--- src/hw/rtl/mexp_pkg.sv ---
// shared constants for the modular exponentiation block
// no dependencies
`timescale 1ns / 1ps
`default_nettype none

package mexp_pkg;

	// field widths
	localparam int BASE_W      = 63;
	localparam int EXP_FIELD_W = 32;
	localparam int RES_W       = 30;

	// default exponent bits in use
	localparam int DEF_EXP_WIDTH = 32;

	// the prime modulus, plain and doubled at the width of the product lane
	localparam int              LANE_W    = RES_W + 2;
	localparam logic [RES_W-1:0]  MOD_P   = 30'd1000000007;
	localparam logic [LANE_W-1:0] MOD_P1X = 32'd1000000007;
	localparam logic [LANE_W-1:0] MOD_P2X = 32'd2000000014;

endpackage : mexp_pkg

`default_nettype wire

--- src/hw/rtl/modular_exponentiation.sv ---
// an item runs one base reduction pass, then one multiplier pass per exponent bit up to the highest set one;
//   a zero exponent or zero reduced base skips the multiplier passes
// one item at a time: a new beat is taken only after the last result has moved to the output register;
//   the one bit-serial multiplier pair works per exponent bit
// reset: arst_n clears the sequencer and output valid; data registers keep no reset value
`timescale 1ns / 1ps
`default_nettype none

module modular_exponentiation
	import mexp_pkg::*;
#(
	parameter int EXP_WIDTH = DEF_EXP_WIDTH
) (
	input  wire logic                   clk,
	input  wire logic                   arst_n,
	input  wire logic                   in_valid,
	output logic                        in_ready,
	input  wire logic [BASE_W-1:0]      base,
	input  wire logic [EXP_FIELD_W-1:0] exponent,
	output logic                        out_valid,
	input  wire logic                   out_ready,
	output logic [RES_W-1:0]            residue
);

	// exponent bits in play: above the field width they are zero anyway
	localparam int EXP_USE = (EXP_WIDTH < 1) ? 1 :
		((EXP_WIDTH < EXP_FIELD_W) ? EXP_WIDTH : EXP_FIELD_W);

	// sequencer states
	localparam logic [1:0] S_IDLE = 2'd0;
	localparam logic [1:0] S_RED  = 2'd1;
	localparam logic [1:0] S_MUL  = 2'd2;
	localparam logic [1:0] S_OUT  = 2'd3;

	logic [1:0]         state_q;
	logic [EXP_USE-1:0] e_q;
	logic [RES_W-1:0]   acc_q;
	logic [RES_W-1:0]   b_q;
	logic               out_valid_q;
	logic [RES_W-1:0]   residue_q;

	logic               accept;
	logic               slot_free;
	logic               red_done;
	logic [RES_W-1:0]   red_rem;
	logic               mul_start;
	logic               mul_done;
	logic [RES_W-1:0]   prod_acc;
	logic [RES_W-1:0]   prod_sq;
	logic [RES_W-1:0]   acc_nxt;
	logic [RES_W-1:0]   b_nxt;
	logic [EXP_USE-1:0] e_nxt;

	// base mod prime, one base bit per cycle
	mexp_reduce u_reduce (
		.clk    (clk),
		.arst_n (arst_n),
		.start  (accept),
		.base   (base),
		.done   (red_done),
		.rem    (red_rem)
	);

	// square and conditional multiply of one exponent bit, in parallel lanes
	mexp_mulmod u_mulmod (
		.clk      (clk),
		.arst_n   (arst_n),
		.start    (mul_start),
		.op_acc   (acc_nxt),
		.op_b     (b_nxt),
		.done     (mul_done),
		.prod_acc (prod_acc),
		.prod_sq  (prod_sq)
	);

	assign in_ready  = (state_q == S_IDLE);
	assign accept    = in_valid && in_ready;
	// output register can take a new beat when empty or being drained
	assign slot_free = !out_valid_q || out_ready;

	// next accumulator, squared base and exponent; also the operands of the next multiply
	always_comb begin
		acc_nxt   = acc_q;
		b_nxt     = b_q;
		e_nxt     = e_q;
		mul_start = 1'b0;
		case (state_q)
			S_RED: begin
				acc_nxt   = RES_W'(1);
				b_nxt     = red_rem;
				// zero base or zero exponent skips the multiplier altogether
				mul_start = red_done && (red_rem != '0) && (e_q != '0);
			end
			S_MUL: begin
				acc_nxt   = e_q[0] ? prod_acc : acc_q;
				b_nxt     = prod_sq;
				e_nxt     = e_q >> 1;
				// stop as soon as no set exponent bit is left
				mul_start = mul_done && (e_nxt != '0);
			end
			default: begin
				acc_nxt = acc_q;
			end
		endcase
	end

	always_ff @(posedge clk or negedge arst_n) begin
		if (!arst_n) begin
			state_q     <= S_IDLE;
			out_valid_q <= 1'b0;
		end else begin
			case (state_q)
				S_IDLE: begin
					if (accept)
						state_q <= S_RED;
				end
				S_RED: begin
					if (red_done) begin
						if (red_rem == '0 || e_q == '0)
							state_q <= S_OUT;
						else
							state_q <= S_MUL;
					end
				end
				S_MUL: begin
					if (mul_done && e_nxt == '0)
						state_q <= S_OUT;
				end
				S_OUT: begin
					if (slot_free)
						state_q <= S_IDLE;
				end
				default: state_q <= S_IDLE;
			endcase

			if (state_q == S_OUT && slot_free)
				out_valid_q <= 1'b1;
			else if (out_ready)
				out_valid_q <= 1'b0;
		end
	end

	// data path registers
	always_ff @(posedge clk) begin
		if (accept)
			e_q <= exponent[EXP_USE-1:0];
		if (state_q == S_RED && red_done) begin
			b_q <= red_rem;
			// zero base gives zero even for exponent zero
			acc_q <= (red_rem == '0) ? '0 : RES_W'(1);
		end
		if (state_q == S_MUL && mul_done) begin
			acc_q <= acc_nxt;
			b_q   <= b_nxt;
			e_q   <= e_nxt;
		end
		if (state_q == S_OUT && slot_free)
			residue_q <= acc_q;
	end

	assign out_valid = out_valid_q;
	assign residue   = residue_q;

endmodule : modular_exponentiation

`default_nettype wire

--- src/hw/rtl/mexp_reduce.sv ---
// bit-serial reduction of the 63-bit base modulo the prime
// depends on mexp_pkg
`timescale 1ns / 1ps
`default_nettype none

module mexp_reduce
	import mexp_pkg::*;
(
	input  wire logic              clk,
	input  wire logic              arst_n,
	input  wire logic              start,
	input  wire logic [BASE_W-1:0] base,
	output logic                   done,
	output logic [RES_W-1:0]       rem
);

	localparam int CNT_W = $clog2(BASE_W);
	localparam logic [CNT_W-1:0] CNT_LAST = CNT_W'(BASE_W - 1);

	logic              busy_q;
	logic              done_q;
	logic [CNT_W-1:0]  cnt_q;
	logic [BASE_W-1:0] sh_q;
	logic [RES_W-1:0]  rem_q;

	logic [RES_W:0]    twice;
	logic [RES_W:0]    trial;
	logic [RES_W-1:0]  rem_nxt;

	// shift in one base bit msb first, keep remainder below the prime
	assign twice   = {rem_q, sh_q[BASE_W-1]};
	assign trial   = twice - {1'b0, MOD_P};
	assign rem_nxt = (twice >= {1'b0, MOD_P}) ? trial[RES_W-1:0] : twice[RES_W-1:0];

	always_ff @(posedge clk or negedge arst_n) begin
		if (!arst_n) begin
			busy_q <= 1'b0;
			done_q <= 1'b0;
			cnt_q  <= '0;
		end else begin
			done_q <= 1'b0;
			if (start) begin
				busy_q <= 1'b1;
				cnt_q  <= '0;
			end else if (busy_q) begin
				cnt_q <= cnt_q + 1'b1;
				if (cnt_q == CNT_LAST) begin
					busy_q <= 1'b0;
					done_q <= 1'b1;
				end
			end
		end
	end

	always_ff @(posedge clk) begin
		if (start) begin
			sh_q  <= base;
			rem_q <= '0;
		end else if (busy_q) begin
			sh_q  <= {sh_q[BASE_W-2:0], 1'b0};
			rem_q <= rem_nxt;
		end
	end

	assign done = done_q;
	assign rem  = rem_q;

endmodule : mexp_reduce

`default_nettype wire

--- src/hw/rtl/mexp_mulmod.sv ---
// bit-serial dual modular multiplier: acc*b and b*b share the serial operand b
// depends on mexp_pkg
`timescale 1ns / 1ps
`default_nettype none

module mexp_mulmod
	import mexp_pkg::*;
(
	input  wire logic             clk,
	input  wire logic             arst_n,
	input  wire logic             start,
	input  wire logic [RES_W-1:0] op_acc,
	input  wire logic [RES_W-1:0] op_b,
	output logic                  done,
	output logic [RES_W-1:0]      prod_acc,
	output logic [RES_W-1:0]      prod_sq
);

	localparam int CNT_W = $clog2(RES_W);
	localparam logic [CNT_W-1:0] CNT_LAST = CNT_W'(RES_W - 1);

	logic             busy_q;
	logic             done_q;
	logic [CNT_W-1:0] cnt_q;
	logic [RES_W-1:0] ser_q;
	logic [RES_W-1:0] acc_q;
	logic [RES_W-1:0] bpar_q;
	logic [RES_W-1:0] ra_q;
	logic [RES_W-1:0] rs_q;
	logic [RES_W-1:0] ra_nxt;
	logic [RES_W-1:0] rs_nxt;

	// one horner step: 2r + bit*a, then fold back below the prime
	function automatic logic [RES_W-1:0] step(input logic [RES_W-1:0] r,
		input logic [RES_W-1:0] a, input logic bit_in);
		logic [LANE_W-1:0] t;
		logic [LANE_W-1:0] f;
		t = {1'b0, r, 1'b0} + (bit_in ? {2'b00, a} : '0);
		if (t >= MOD_P2X)
			f = t - MOD_P2X;
		else if (t >= MOD_P1X)
			f = t - MOD_P1X;
		else
			f = t;
		return f[RES_W-1:0];
	endfunction

	assign ra_nxt = step(ra_q, acc_q,  ser_q[RES_W-1]);
	assign rs_nxt = step(rs_q, bpar_q, ser_q[RES_W-1]);

	always_ff @(posedge clk or negedge arst_n) begin
		if (!arst_n) begin
			busy_q <= 1'b0;
			done_q <= 1'b0;
			cnt_q  <= '0;
		end else begin
			done_q <= 1'b0;
			if (start) begin
				busy_q <= 1'b1;
				cnt_q  <= '0;
			end else if (busy_q) begin
				cnt_q <= cnt_q + 1'b1;
				if (cnt_q == CNT_LAST) begin
					busy_q <= 1'b0;
					done_q <= 1'b1;
				end
			end
		end
	end

	always_ff @(posedge clk) begin
		if (start) begin
			ser_q  <= op_b;
			acc_q  <= op_acc;
			bpar_q <= op_b;
			ra_q   <= '0;
			rs_q   <= '0;
		end else if (busy_q) begin
			ser_q <= {ser_q[RES_W-2:0], 1'b0};
			ra_q  <= ra_nxt;
			rs_q  <= rs_nxt;
		end
	end

	assign done     = done_q;
	assign prod_acc = ra_q;
	assign prod_sq  = rs_q;

endmodule : mexp_mulmod

`default_nettype wire

--- config.mk ---
export PLATFORM = sky130hd
export DESIGN_NAME = modular_exponentiation
export DESIGN_NICKNAME = d
export VERILOG_FILES = /design/src/hw/rtl/mexp_pkg.sv /design/src/hw/rtl/modular_exponentiation.sv /design/src/hw/rtl/mexp_reduce.sv /design/src/hw/rtl/mexp_mulmod.sv
export SDC_FILE = /design/constraint.sdc
export NUM_CORES = 1
export LEC_CHECK = 0
export ABC_AREA = 0
export BUFFER_PORTS_ARGS = -buffer_cell sky130_fd_sc_hd__buf_2
export CAP_MARGIN = 20
export CORE_MARGIN = 2
export CORE_UTILIZATION = 57
export CTS_BUF_LIST = sky130_fd_sc_hd__clkbuf_2 sky130_fd_sc_hd__clkbuf_4 sky130_fd_sc_hd__clkbuf_8
export CTS_CLUSTER_SIZE = 24
export DETAILED_ROUTE_END_ITERATION = 8
export PLACE_DENSITY = 0.75
export SETUP_SLACK_MARGIN = 0.2
export SLEW_MARGIN = 20
export SYNTH_ARGS = -nofsm -noshare
export SYNTH_HDL_FRONTEND = slang
export SYNTH_SLANG_ARGS = --single-unit
--- constraint.sdc ---
create_clock -name clk -period 5.5 [get_ports clk]
set_clock_uncertainty 0.05 [all_clocks]
set_input_delay 0.825 -clock clk [delete_from_list [all_inputs] [get_ports clk]]
set_output_delay 0.825 -clock clk [all_outputs]
set_load 0.02 [all_outputs]
[Word-level counts from Yosys, hierarchy flattened]
Index checks and enable logic that the tools add are counted.
Word-level totals
  output and inout bits: 32
  word-level logic and storage cells: 113
  register bits after elaboration: 383
  input port bits: 99
Operators by class
  mux-type cells: 47
  equality and inequality tests: 9
  reductions and logical operators: 24
  $lt $le $gt $ge: 5
  $add $sub $neg: 9
Operators by type and width (count)
  $mux 30: 14
  $sub 30x30->30 const B: 5
  $mux 63: 2
  $pmux 30 s2: 2
  $mux 32: 3
  $add 31x30->32: 2
  $ge 32x30->1 const B: 2
  $ge 32x31->1 const B: 2
  $logic_not 32->1: 2
  $reduce_bool 32->1: 2
  $ge 31x30->1 const B: 1
  $logic_not 30->1: 1
  $reduce_bool 30->1: 1
  $mux 1: 16
  $mux 6: 2
  $mux 5: 2
  $reduce_bool 2->1: 5
  $logic_and 1x1->1: 8
  $mux 2: 4
  $pmux 2 s4: 1
  $add 6x1->6 const B: 1
  $eq 6x6->1 const B: 1
  $add 5x1->5 const B: 1
  $eq 5x5->1 const B: 1
  9 further kinds: 13

[Depth between registers and ports, before layout]
  word-level depth: 6
  gate-level depth with buffers: 21
  gate-level depth less buffers: 18

[Cells and area by module]
A second synthesis with hierarchy kept.
Second synthesis, totals
  cell total of the unflattened synthesis: 2422
  area total of the unflattened synthesis: 24194.5 um^2
Modules (own cells, without submodules)
  mexp_mulmod: cells each 1549, area an instance 13090.1 um^2, times used 1, sequential area each 4078.9 um^2
  modular_exponentiation: cells each 460, area an instance 6057.1 um^2, times used 1, sequential area each 3738.6 um^2
  mexp_reduce: cells each 413, area an instance 5047.3 um^2, times used 1, sequential area each 2692.6 um^2

[Worst setup path after synthesis]
OpenSTA, ideal clock, no wires.
  kind: flip-flop to flip-flop
  start point: reg u_mulmod.ser_q[29]
  end point: reg u_mulmod.ra_q[12], in the netlist u_mulmod.prod_acc[12]
  stages on the path, launching flop included: 20
  buffers on the path: 5
  arrival: 4296 ps
  period minus slack after synthesis: 4588 ps
  setup time: 243 ps
  required time: 5207 ps
  setup slack: 912 ps
  path through: edfxtp_1 -> clkbuf_1 -> clkbuf_1 -> and2_1 -> ha_1 -> buf_6 -> o211a_1 -> a21o_1 -> o211a_1 -> o2111a_1 -> a311o_1 -> buf_6 -> or4_4 -> o311ai_4 -> a21oi_2 -> buf_6 -> o21ai_1 -> o31a_1 -> mux2i_1 -> a21oi_1
Between the ends
  word-level cells in the longest chain between the ends: 5
  elaborated cells on any way between the ends: 8
  those cells by class: add/sub: 3; order compare: 2; mux: 3
RTL lines
  start, declared: line mexp_mulmod.sv:25  | logic [RES_W-1:0] ser_q;
  start signal, assigned: line mexp_mulmod.sv:73  | ser_q <= op_b;
  start signal, assigned: line mexp_mulmod.sv:79  | ser_q <= {ser_q[RES_W-2:0], 1'b0};
  $mux 30 (*): line mexp_mulmod.sv:38  | t = {1'b0, r, 1'b0} + (bit_in ? {2'b00, a} : '0);
  $add 31x30->32 (*): line mexp_mulmod.sv:38
  $sub 30x30->30 / $ge 32x30->1 (equally long branches): line mexp_mulmod.sv:42, mexp_mulmod.sv:41
  $mux 30: line mexp_mulmod.sv:41  | else if (t >= MOD_P1X)
  $mux 30 (*): line mexp_mulmod.sv:39  | if (t >= MOD_P2X)
  end signal, assigned: line mexp_mulmod.sv:80  | ra_q <= ra_nxt;
  end, declared: line mexp_mulmod.sv:28  | logic [RES_W-1:0] ra_q;
Mark *: on every way between the ends. The rest lies on a longest branch, timed or not.
A chain may end at the register's enable or synchronous reset.

[Worst setup path after layout]
  start point: reg u_mulmod.ser_q[29]
  end point: reg u_mulmod.rs_q[15], in the netlist u_mulmod.prod_sq[15]
Between the ends
  word-level cells in the longest chain between the ends: 5
  elaborated cells on any way between the ends: 8
  those cells by class: add/sub: 3; order compare: 2; mux: 3
RTL lines
  $mux 30 (*): line mexp_mulmod.sv:38
  $add 31x30->32 (*): line mexp_mulmod.sv:38
  $sub 30x30->30 / $ge 32x30->1 (equally long branches): line mexp_mulmod.sv:42, mexp_mulmod.sv:41
  $mux 30: line mexp_mulmod.sv:41
  $mux 30 (*): line mexp_mulmod.sv:39
  end signal, assigned: line mexp_mulmod.sv:81  | rs_q <= rs_nxt;
  end, declared: line mexp_mulmod.sv:29  | logic [RES_W-1:0] rs_q;
Marked as above.

==> metrics.cfg <==
[placement]
dp_hpwl_mm = 44.75
dp_slack_ps = 123.7
numPortBuffers = 130
place_area_sq_um = 24220
place_congestion = 1.043

[cells_and_area]
final_common_cell = nand2_1
final_nets = 2748
areaGrowthSynthToFinish_pct = 11.49
layout_common_cells = 372 x nand2_1, 275 x edfxtp_1, 189 x nor2_1, 164 x a21oi_1, 151 x o21ai_0
final_area_sq_um = 25790
n_antenna_cell = 0
fillCellCount = 3212
drive_gt1_frac = 0.1630

[logic_synthesis]
synth_cells = 2477
synth-edff-count = 275
syn_nets = 2651
synth_ff_type = edfxtp_1
synthTopCellsByArea = edfxtp_1 36%, dfxtp_1 7.8%, nand2_1 6.1%, ha_1 3.9%, a21oi_1 3.6%
syn_area_sq_um = 23130
ys_seq_elements = 383
yosysSeqAreaShare = 0.4544
avgSynthCellArea_sq_um = 9.338
yosysTopAreaCell = edfxtp_1
async_flop_share = 0.04700
yosys.cell_types.count = 101
synth_top_area_frac = 0.3570
yosys_warnings = 0

[sta]
min_period_ps = 5130
setup_tns_ps = 0
fmax_ghz = 0.1949
max-slew-margin-rel = 0.2869
hold_ws_ps = 84.46
min_period_over_period = 0.9326
final-setup-viol-count = 0
tightest_slew_ps = 1066
hold_viol = 0
rsz0062_at_grt = yes
fin_ws_ps = 370.5
slew_violations = 0

[floorplanning]
die_area_sq_um = 42210
io_pins = 131
chipWidth_microns = 205.4
initial_core_util = 0.5795
die-height_microns = 205.4
coreArea_sq_um = 39910
rows = 73

[global_routing]
grt_max_degree = 94
grt_usage = 0.2990
grt_overflow = 0
antenna_found_initial = 3
grt_pass1_vias = 18129
grt_pass1_wl_mm = 99.53

[cts]
cts_buffer_depth = 3
clkSinkCount = 383
root_buffer = clkbuf_8
cts_tree = yes
insertion_delay_ps = 650
h-tree-depth = 3
clkTransAtPathRegs_ps = 60
numCtsBuffers = 67
hold_buffers = 0

[worst_setup_path]
cp_max_fo = 15
arrival_ps = 5550
cp.required_ps = 5920
timing.rr.start = u_mulmod.ser_q[29]
crit_start = u_mulmod.ser_q[29]
critical_path_class = register to register
cp-start-kind = register
cp-end-kind = register

[routing]
wire_per_inst_microns = 20.16
via_per_inst = 6.247
drtIter0Drc = 1951
dr_total_vias = 19684
routed_wl_mm = 63.52
ant_nets = 0
drc_errors = 0
drtPass1Iterations = 6

[flow_run]
maxCapViolCount = 0

[power]
powerDensity_nw_per_um2 = 346.1
totalPowerFinal_mw = 8.926
ir_drop_v = 0.0003002
leakagePower_nw = 10.39

[status]
status = finished clean

[hold_path]
hp-class = input pin to asynchronous set/reset pin

-- stage by stage --
| stage | instances | utilization |
|---|---|---|
| 6_report | 3151 | 0.6461 |
| 3_5_place_dp | 3025 | 0.6068 |
| 3_3_place_gp | 3025 | 0.6068 |
| 5_1_grt | 3151 | 0.6461 |
| 4_1_cts | 3146 | 0.6424 |
| 2_1_floorplan | 2477 | - |
-- worst max-delay path, cell delays in order, from the launching register on --
cell and delay (ps):
edfxtp_1 500, buf_4 230, and2_1 140, ha_1 360
a21o_1 220, a21oi_1 350, a21boi_2 150, nor2_1 370
a211oi_2 180, or3_1 470, nor4_2 340, a22oi_1 210
and2_1 260, o21ai_4 340, buf_4 270, o221ai_1 140
xnor2_1 280, a21oi_1 110
-- layout make-up --
type | instances | area [sq um] | area share
well taps | 525 | 656.9 | 0.02547
clock inverters | 26 | 257.7 | 0.009995
clock buffers | 95 | 1157 | 0.04488
multi-input cells | 1894 | 11960 | 0.4637
repair buffers | 187 | 1092 | 0.04236
flip-flops and latches | 383 | 10510 | 0.4076
inverters | 41 | 155.1 | 0.006016
-- path summary, 6_finish.rpt --
| kind | depth (start not counted) | slack (ps) | endpoint |
|---|---|---|---|
| setup reg to reg | 17 | 370 | u_mulmod.prod_sq[15] |
| setup / recovery | 17 | 370 | u_mulmod.prod_sq[15] |
| hold reg to reg | 0 | 400 | residue[23] |
| hold / removal | 1 | 80 | u_mulmod.cnt_q[4] |
| max in group asynchronous | 1 | 4990 | u_mulmod.busy_q |
| min in group clk | 0 | 400 | residue[23] |
-- synthesized netlist by cell type, drive strengths merged, types with 33 or more instances --
cell / instances
mux2i: 45
nand3: 58
nor3: 79
clkbuf: 124
ha: 73
and2: 77
a211oi: 34
a21oi: 170
dfxtp: 90
nor2: 192
xor2: 45
xnor2: 62
nand4: 33
nand2: 377
a22oi: 33
mux2: 65
o21ai: 179
a21o: 37
buf: 35
edfxtp: 275
inv: 41
-- repair_timing --
item | CTS | global route
setup buffers | 0 | 5
gates resized for setup | 4 | 23
pin swaps | 0 | 3
endpoints found under the setup margin | 7 | 58
-- state kept, by name, summed over array words and instances (netlist names), 5 cells and up --
name and count:
u_reduce.sh_q 63, u_mulmod.prod_sq 30, acc_q 30, e_q 32, residue 30, u_mulmod.bpar_q 30
u_reduce.rem 30, u_mulmod.cnt_q 5, u_reduce.cnt_q 6, u_mulmod.prod_acc 30, b_q 30, u_mulmod.acc_q 30
u_mulmod.ser_q 30
-- routing by layer --
metal	vias up	share of wire	track usage
met2	945	0.43	0.4359
li1	9316	-	-
met1	9314	0.45	0.4449
met3	105	0.10	0.07365
met4	4	0.019	0.07580
met5	-	0.00038	0
-- cells by family after synthesis --
group	after synthesis	share of synthesized area
mux	110	0.05112
simple gates	954	0.1948
fa+ha+maj	75	0.04122
xor+xnor	107	0.04116
flops	383	0.4544
buf+inv	200	0.03516
compound gates	648	0.1822
-- power breakdown --
part,leakage (nW),total [mW],switching [mW],internal (mW)
sequential,3.53,4.05,0.290,3.76
combinational,6.12,2.07,1.37,0.701
clock,0.739,2.80,1.24,1.56
total,10.4,8.93,2.90,6.02
Note: power is estimated with default switching activity, not from simulation.
